--- src/rtl/mpc_pkg.sv ---
// ----------------------------------------------------------------------------
// Memory pattern checker package
// Shared widths, register indexes, reset values and interface structs.
// ----------------------------------------------------------------------------
`default_nettype none

package mpc_pkg;

  localparam int DEF_DATA_WIDTH = 32;
  localparam int DEF_MAX_WORDS  = 65536;

  localparam int FIELD_W   = 32;
  localparam int INDEX_W   = 16;
  localparam int COUNT_W   = 17;
  localparam int RETRY_W   = 8;
  localparam int CFG_ADDR_W = 1;
  localparam int CFG_DATA_W = COUNT_W;

  localparam logic [CFG_ADDR_W-1:0] REG_WORD_COUNT  = 1'b0;
  localparam logic [CFG_ADDR_W-1:0] REG_RETRY_LIMIT = 1'b1;

  localparam logic [COUNT_W-1:0] WORD_COUNT_RST  = 17'd16384;
  localparam logic [RETRY_W-1:0] RETRY_LIMIT_RST = 8'd10;

  typedef struct packed {
    logic [COUNT_W-1:0] word_count;
    logic [RETRY_W-1:0] retry_limit;
  } cfg_t;

  typedef struct packed {
    logic [INDEX_W-1:0] word_index;
    logic [FIELD_W-1:0] expected_old;
    logic [FIELD_W-1:0] write_value;
    logic               delayed_error;
    logic               immediate_error;
    logic [FIELD_W-1:0] error_total;
    logic               pass_end;
    logic               halted;
  } result_t;

  typedef struct packed {
    logic               halt;
    logic [INDEX_W-1:0] index;
    logic [FIELD_W-1:0] error_total;
  } status_t;

endpackage

`default_nettype wire

--- src/rtl/mpc_core.sv ---
// ----------------------------------------------------------------------------
// Memory pattern checker core
// Holds the sweep state and checks one word per enabled cycle until it halts.
// ----------------------------------------------------------------------------
`default_nettype none

module mpc_core import mpc_pkg::*; #(
  parameter int DATA_WIDTH = DEF_DATA_WIDTH,
  parameter int MAX_WORDS  = DEF_MAX_WORDS
) (
  input  wire logic               clk_i,
  input  wire logic               rst_ni,
  input  wire logic               step_i,
  input  wire logic [FIELD_W-1:0] delayed_read_i,
  input  wire logic [FIELD_W-1:0] immediate_read_i,
  input  wire cfg_t               cfg_i,
  output result_t                 result_o,
  output status_t                 status_o
);

  localparam logic [COUNT_W-1:0] MaxCnt = COUNT_W'(MAX_WORDS);

  logic [DATA_WIDTH-1:0] pattern_q, pattern_d;
  logic [INDEX_W-1:0]    index_q, index_d;
  logic [FIELD_W-1:0]    error_q, error_d;
  logic [RETRY_W-1:0]    fail_q, fail_d;
  logic                  halt_q, halt_d;

  logic [DATA_WIDTH-1:0] old_pat, dr_w, ir_w;
  logic [63:0]           dr_ext, ir_ext, pat_ext, old_ext;
  logic                  derr, ierr, last_word, halt_now;
  logic [FIELD_W:0]      err_sum;
  logic [FIELD_W-1:0]    err_new;
  logic [RETRY_W-1:0]    fail_new;
  logic [COUNT_W-1:0]    eff_count, idx_inc;

  always_comb begin
    old_pat = ~pattern_q;

    // Only the low DATA_WIDTH bits take part in the compares.
    dr_ext = {32'b0, delayed_read_i};
    ir_ext = {32'b0, immediate_read_i};
    dr_w   = dr_ext[DATA_WIDTH-1:0];
    ir_w   = ir_ext[DATA_WIDTH-1:0];

    pat_ext = '0;
    pat_ext[DATA_WIDTH-1:0] = pattern_q;
    old_ext = '0;
    old_ext[DATA_WIDTH-1:0] = old_pat;

    derr = (dr_w != old_pat);
    ierr = (ir_w != pattern_q);

    err_sum = {1'b0, error_q} + {{FIELD_W{1'b0}}, derr} + {{FIELD_W{1'b0}}, ierr};
    err_new = err_sum[FIELD_W] ? {FIELD_W{1'b1}} : err_sum[FIELD_W-1:0];

    if (!ierr) begin
      fail_new = '0;
    end else if (fail_q == {RETRY_W{1'b1}}) begin
      fail_new = fail_q;
    end else begin
      fail_new = fail_q + RETRY_W'(1);
    end
    halt_now = (fail_new > cfg_i.retry_limit);

    // A zero count acts as one, a count above the depth as the depth.
    if (cfg_i.word_count == '0) begin
      eff_count = COUNT_W'(1);
    end else if (cfg_i.word_count > MaxCnt) begin
      eff_count = MaxCnt;
    end else begin
      eff_count = cfg_i.word_count;
    end
    idx_inc   = {1'b0, index_q} + COUNT_W'(1);
    last_word = (idx_inc >= eff_count);

    pattern_d = pattern_q;
    index_d   = index_q;
    error_d   = error_q;
    fail_d    = fail_q;
    halt_d    = halt_q;

    result_o.word_index      = index_q;
    result_o.expected_old    = old_ext[FIELD_W-1:0];
    result_o.write_value     = pat_ext[FIELD_W-1:0];
    result_o.delayed_error   = 1'b0;
    result_o.immediate_error = 1'b0;
    result_o.error_total     = error_q;
    result_o.pass_end        = 1'b0;
    result_o.halted          = halt_q;

    if (!halt_q) begin
      result_o.delayed_error   = derr;
      result_o.immediate_error = ierr;
      result_o.error_total     = err_new;
      result_o.halted          = halt_now;
      result_o.pass_end        = !halt_now && last_word;
      if (step_i) begin
        error_d = err_new;
        fail_d  = fail_new;
        if (halt_now) begin
          halt_d = 1'b1;
        end else if (last_word) begin
          index_d   = '0;
          pattern_d = old_pat;
        end else begin
          index_d = idx_inc[INDEX_W-1:0];
        end
      end
    end
  end

  always_ff @(posedge clk_i or negedge rst_ni) begin
    if (!rst_ni) begin
      pattern_q <= '1;
      index_q   <= '0;
      error_q   <= '0;
      fail_q    <= '0;
      halt_q    <= 1'b0;
    end else begin
      pattern_q <= pattern_d;
      index_q   <= index_d;
      error_q   <= error_d;
      fail_q    <= fail_d;
      halt_q    <= halt_d;
    end
  end

  assign status_o.halt        = halt_q;
  assign status_o.index       = index_q;
  assign status_o.error_total = error_q;

endmodule

`default_nettype wire

--- config.mk ---
export PLATFORM = sky130hd
export DESIGN_NAME = mpc_core
export DESIGN_NICKNAME = d
export VERILOG_FILES = /design/src/rtl/mpc_pkg.sv /design/src/rtl/mpc_core.sv
export SDC_FILE = /design/constraint.sdc
export NUM_CORES = 1
export LEC_CHECK = 0
export ABC_AREA = 1
export BUFFER_PORTS_ARGS = -buffer_cell sky130_fd_sc_hd__buf_2
export CAP_MARGIN = 20
export CORE_MARGIN = 1
export CORE_UTILIZATION = 30
export CTS_CLUSTER_SIZE = 20
export DETAILED_ROUTE_END_ITERATION = 10
export PLACE_DENSITY = 0.53
export SYNTH_ARGS = -nofsm -noshare
export SYNTH_HDL_FRONTEND = slang
export SYNTH_SLANG_ARGS = --single-unit
--- constraint.sdc ---
create_clock -name clk_i -period 3.5 [get_ports clk_i]
set_input_delay 0.7 -clock clk_i [delete_from_list [all_inputs] [get_ports clk_i]]
set_output_delay 0.7 -clock clk_i [all_outputs]
set_load 0.05 [all_outputs]
Word-level counts from Yosys, hierarchy flattened:

Index checks and enable logic that the tools add are counted.

* add/subtract/negate cells: 4
* $lt $le $gt $ge: 3
* equal/unequal tests: 3
* muxes and demuxes: 10
* bitwise operators: 3
* reductions and logical operators: 6

Operators with widths (number)
* != test 32 bit: 2
* 2-to-1 mux 36 bit: 1
* 2-to-1 mux 17 bit: 2
* adder 32 x 1 -> 33 bit: 1
* adder 33 x 1 -> 33 bit: 1
* 2-to-1 mux 32 bit: 1
* inverter 32 bit: 1
* adder 16 x 1 -> 17 bit, second input constant: 1
* >= comparator 17 bit: 1
* > comparator 17 bit, second input constant: 1
* logical NOT 17 bit: 1
* 2-to-1 mux 16 bit: 1
* 2-to-1 mux 8 bit: 2
* adder 8 x 1 -> 8 bit, second input constant: 1
* equality test 8 bit, second input constant: 1
* > comparator 8 bit: 1
* AND reduction 4 bit: 1
* 2-to-1 mux 1 bit: 3
* AND reduction 3 bit: 1
* inverter 1 bit: 2
* AND reduction 2 bit: 1
* logical AND 1 bit: 1
* logical NOT 1 bit: 1

* register bits after elaboration: 89
* input port bits: 92
* output and inout bits: 165
* logic and storage cells: 34

Depth between registers and ports, before layout:

* depth after elaboration: 7
* depth in mapped cells: 23
* mapped depth without buffers: 22

Least setup slack after synthesis:

OpenSTA, ideal clock, no wires.

* kind: reg-to-output
* start point: reg pattern_q[9]
* end point: out result_o[1] in the netlist's numbering
* arrival time: 3.805 ns
* required time: 2.800 ns
* setup slack: -1.005 ns
* stages on the path, launching flop included: 17
* buffers on the path: 0
* path through: dfstp_2 > inv_1 > nand2_1 > nand4_1 > nor2_1 > nand2_1 > nor2_1 > nand2_1 > inv_1 > a21oi_1 > ha_1 > nand2_1 > nor2_1 > nand4_1 > nand2_1 > nand2_1 > a21oi_1

RTL lines
* start, declared: RTL line mpc_core.sv:23 `logic [DATA_WIDTH-1:0] pattern_q, pattern_d;`
* start signal, assigned: RTL line mpc_core.sv:121 `pattern_q <= pattern_d;`
* end, declared: RTL line mpc_core.sv:17 `output result_t result_o,`

==> results.md <==
| Stage | Quantity | Value |
|:---|:---|:---|
| sta | Period minus WS final | 4060 ps |
| synth | Net Count, Synth | 1211 |
| pwr | Maximum vdd drop | 0.000164 V |
| cts | TritonCTS buffer count | 9 |
| detailed routing | Routed wire length | 25400 um |
| pwr | Power Internal | 1.81 mW |
| pwr | Clock Power Share | 43.4% |
| pwr | Switching Share | 27.2% |
| run status | Outcome | finished, violations left |
| pwr | Power density normalized to cell area | 226 nW/um^2 |
| global routing | Grt met1 use | 28.2% |
| global routing | Largest net degree at the start of global routing | 56 |
| detailed routing | Final ANT Viol Nets | 0 |
| global routing | GR Overflow Total | 0 |
| final layout | Area of all sequential standard cells | 2270 um^2 |
| sta | Unrepaired setup endpoints after global routing | true |
| detailed routing | Vias after detailed routing | 8038 |
| global routing | Vias in the first global route | 7588 |
| synth | Number of flip-flops and latches in the synthesized netlist | 89 |
| sta | Final max-slew violation count | 0 |
| placement | Final weighted congestion in routability-driven placement | 0.883 |
| final layout | Filler cell count in the final layout | 2474 |
| die | Standard-cell row count | 56 |
| synth | Synth unique cells | 37 |
| synth | Post-Syn Area per Cell | 6.69 um^2 |
| global routing | Number of antenna violations at the first check in global routing | 1 |
| cts | Clock edge transition at the registers on the reported setup and hold paths | 70 ps |
| setup path | Endpoint kind of the worst setup timing path | output pin |
| setup path | Cell type of the slowest stage on the worst timing path | sky130_fd_sc_hd__dfstp_4 |
| sta | Count of final setup violators | 34 |
| setup path | Reg-to-reg endpoint | index_q[12] |
| die | Total core area | 23600 um^2 |
| global routing | Global-route met3 utilization | 1.83% |
| detailed routing | Total DRC errors in the routed layout | 0 |
| final layout | Combined area of the multi-input logic cells | 5070 um^2 |
| setup path | Critical path start-end classification | reg2out |
| placement | PortBufs | 256 |
| cts | Cell at the root of the clock tree | sky130_fd_sc_hd__clkbuf_16 |
| sta | Highest clock frequency the design can meet | 0.247 GHz |
| final layout | Most common cell after layout, fill and taps aside | sky130_fd_sc_hd__nand2_1 |
| cts | Hold-fix buffers, CTS | 0 |
| detailed routing | Number of DRC markers after the initial detailed-route iteration | 397 |
| synth | Share of the yosys chip area belonging to registers | 31.1% |
| global routing | Global-route met2 utilization | 34.7% |
| cts | CTS tree | done |
| pwr | Leakage | 5.67 nW |
| setup path | Worst path required time | 2800 ps |
| pwr | Final Power | 2.48 mW |
| die | Die width | 158 um |
| final layout | Area grow syn2layout | 50.8% |
| cts | CTS max path bufs | 2 |
| sta | Setup Skew | 11.9 ps |
| sta | Fin. Hold Viols | 0 |
| detailed routing | 1st-pass router iterations | 4 |
| die | Die Footprint | 24900 um^2 |
| detailed routing | Via density | 4.61 |
| global routing | Global router's overall resource usage | 20.8% |
| detailed routing | Per-cell routed wire length | 14.5 um |
| pwr | Combinational fraction of design power | 14.1% |
| run status | Failing checks | negative setup slack |
| sta | Pin slew with the least headroom to its limit | 589 ps |
| synth | Cell count after synthesis | 1090 |
| global routing | Global-route wire length before repair | 40100 um |
| min path | Worst min path class | in2async |
| placement | HPWL after DPL | 19200 um |
| setup path | Slack of the worst reg-to-reg path | 260 ps |
| cts | Worst-Skew Late Latency | 350 ps |
| flow run | Max-cap violations | 0 |
| setup path | Worst reg2reg path depth | 19 |
| final layout | Most frequent cells in the layout | sky130_fd_sc_hd__nand2_1, sky130_fd_sc_hd__buf_2, sky130_fd_sc_hd__buf_4 |
| synth | Synthesis warning total | 0 |
| pwr | NetSw | 0.676 mW |
| setup path | Most Frequent Cell on Critical Path | sky130_fd_sc_hd__nand2_2 |
| die | Top Ports | 257 |
| sta | Hold WS | 280 ps |
| sta | Setup ws final | -557 ps |
| final layout | Share of final-layout standard cells stronger than drive strength 1 | 38.9% |
| global routing | Most Crowded Layer GR | met2 |
| setup path | Critical Path Start Type | register |
| setup path | Crit-path max cell delay | 660 ps |
| die | Starting density of the core | 30.9% |
| final layout | Final layout net count | 1539 |
| placement | Placement Setup Slack | -525 ps |
| sta | Share of the clock period used by the worst path after layout | 116% |
| cts | CTS sink count | 89 |
| setup path | Worst EP arrival | 3360 ps |
| synth | Syn Std Cell Area | 7290 um^2 |
| sta | Relative slew slack | 60.7% |
| pwr | Share of power burned in registers | 42.5% |
| setup path | Max FO, Critical Path | 5 |
| cts | Number of levels the H-tree was split into | 3 |
| setup path | Launch instance of the worst register-to-register path | pattern_q[8] |
| setup path | Cell-by-cell trace of the critical path | nand2_2 -> nand4_1 -> nor2_1 -> nand2_1 -> nor2_4 -> nand2_2 -> inv_4 -> fa_2 -> inv_2 -> buf_4 -> nand3_1 -> nor2_2 -> nand2_1 -> o21ai_1 -> nand3_4 -> nand2_2 -> o21ai_4 -> buf_6 |
| die | Chip height | 158 um |
==> synthesized netlist by cell type (all sizes together) <==
cell type  instances  area share, %
a21boi             2           0.21
a21o               1           0.10
a21oi             14            1.0
a31oi             13            1.1
buf               35            3.3
clkbuf            16           0.82
clkinv             2           0.12
dfrtp             57             20
dfstp             32             12
fa                 1           0.27
ha                28            4.8
inv              105            5.4
nand2            428             22
nand3             87            6.3
nand3b             5           0.69
nand4             27            2.3
nor2              93            5.2
nor3              17            1.4
nor4               5           0.43
o21a               3           0.31
o21ai             29            2.0
o22ai              1          0.086
or2                4           0.34
xnor2             38            4.6
xor2              47            5.6
==> cell families (layout without fill, tap and decap cells) <==
family          count (synthesis)  after routing  synth area share [%]
compound gates                 63             63                  4.82
xor+xnor                       85             85                  10.2
fa+ha+maj                      29             29                  5.08
buf+inv                       158            491                  9.70
flops                          89             89                  31.1
other cells                     0              1                     0
simple gates                  666            666                  39.1
==> worst max-delay path: cells and delay by family, from the launching register on <==
family / cells / cell delay [ps]
AND/OR/NAND/NOR: 11 / 1260
buffers and inverters: 4 / 380
flip-flops: 1 / 660
AO/OA/AOI/OAI: 2 / 320
adder cells (fa/ha/maj): 1 / 360
==> timing repair <==
item	4_1_cts	5_1_grt
gates cloned	2	0
pin swaps	14	7
resized for setup	136	27
buffers inserted	27	5
setup endpoints to repair	34	70
hold endpoints to repair	0	0
==> metal layers <==
metal,up-vias,part of all wire [%]
met2,182,48
li1,4095,-
met4,0,1.4
met5,-,0
met3,25,3.5
met1,3736,47
==> how the worst max path moves through the flow <==
stage | start | to | slack, ps | depth (start not counted)
2_1_floorplan | pattern_q[8] | result_o[23] | -360 | 23
3_3_place_gp | immediate_read_i[25] | result_o[25] | -500 | 23
3_5_place_dp | immediate_read_i[25] | result_o[25] | -520 | 23
4_1_cts | pattern_q[9] | result_o[7] | -600 | 21
5_1_grt | pattern_q[9] | result_o[2] | -730 | 21
6_report | pattern_q[9] | result_o[19] | -560 | 18
==> power groups by stage <==
stage / Combinational (mW) / Clock [mW] / Sequential (mW)
floorplan: 0.153 / 0 / 1.10
global placement: 0.324 / 0 / 1.07
detailed placement: 0.327 / 0 / 1.07
CTS: 0.349 / 1.11 / 1.06
global route: 0.382 / 1.15 / 1.06
finish: 0.350 / 1.08 / 1.06
==> area by class of cell <==
type	instances	area share, %
clock buffer	10	2.08
antenna	1	0.0228
tap	319	3.63
clock inverter	6	0.831
timing repair buffer	368	22.9
multi-input combinational	843	46.1
inverter	107	3.79
sequential	89	20.7
==> per-stage QoR <==
stage | utilization (%) | instances | setup TNS [ps] | cell area, um^2
2_1_floorplan | - | 1090 | -10740 | 7700
3_3_place_gp | 41.6 | 1700 | -15380 | 9830
3_5_place_dp | 41.6 | 1700 | -15800 | 9830
4_1_cts | 46.1 | 1744 | -19610 | 10900
5_1_grt | 46.6 | 1743 | -23450 | 11000
6_report | 46.6 | 1743 | -17530 | 11000
==> flip-flops by register name (all words and copies together), names as in the netlist <==
signal,count
pattern_q,32
fail_q,8
index_q,16
halt_q,1
error_q,32
Note: power is estimated with default switching activity, not from simulation.
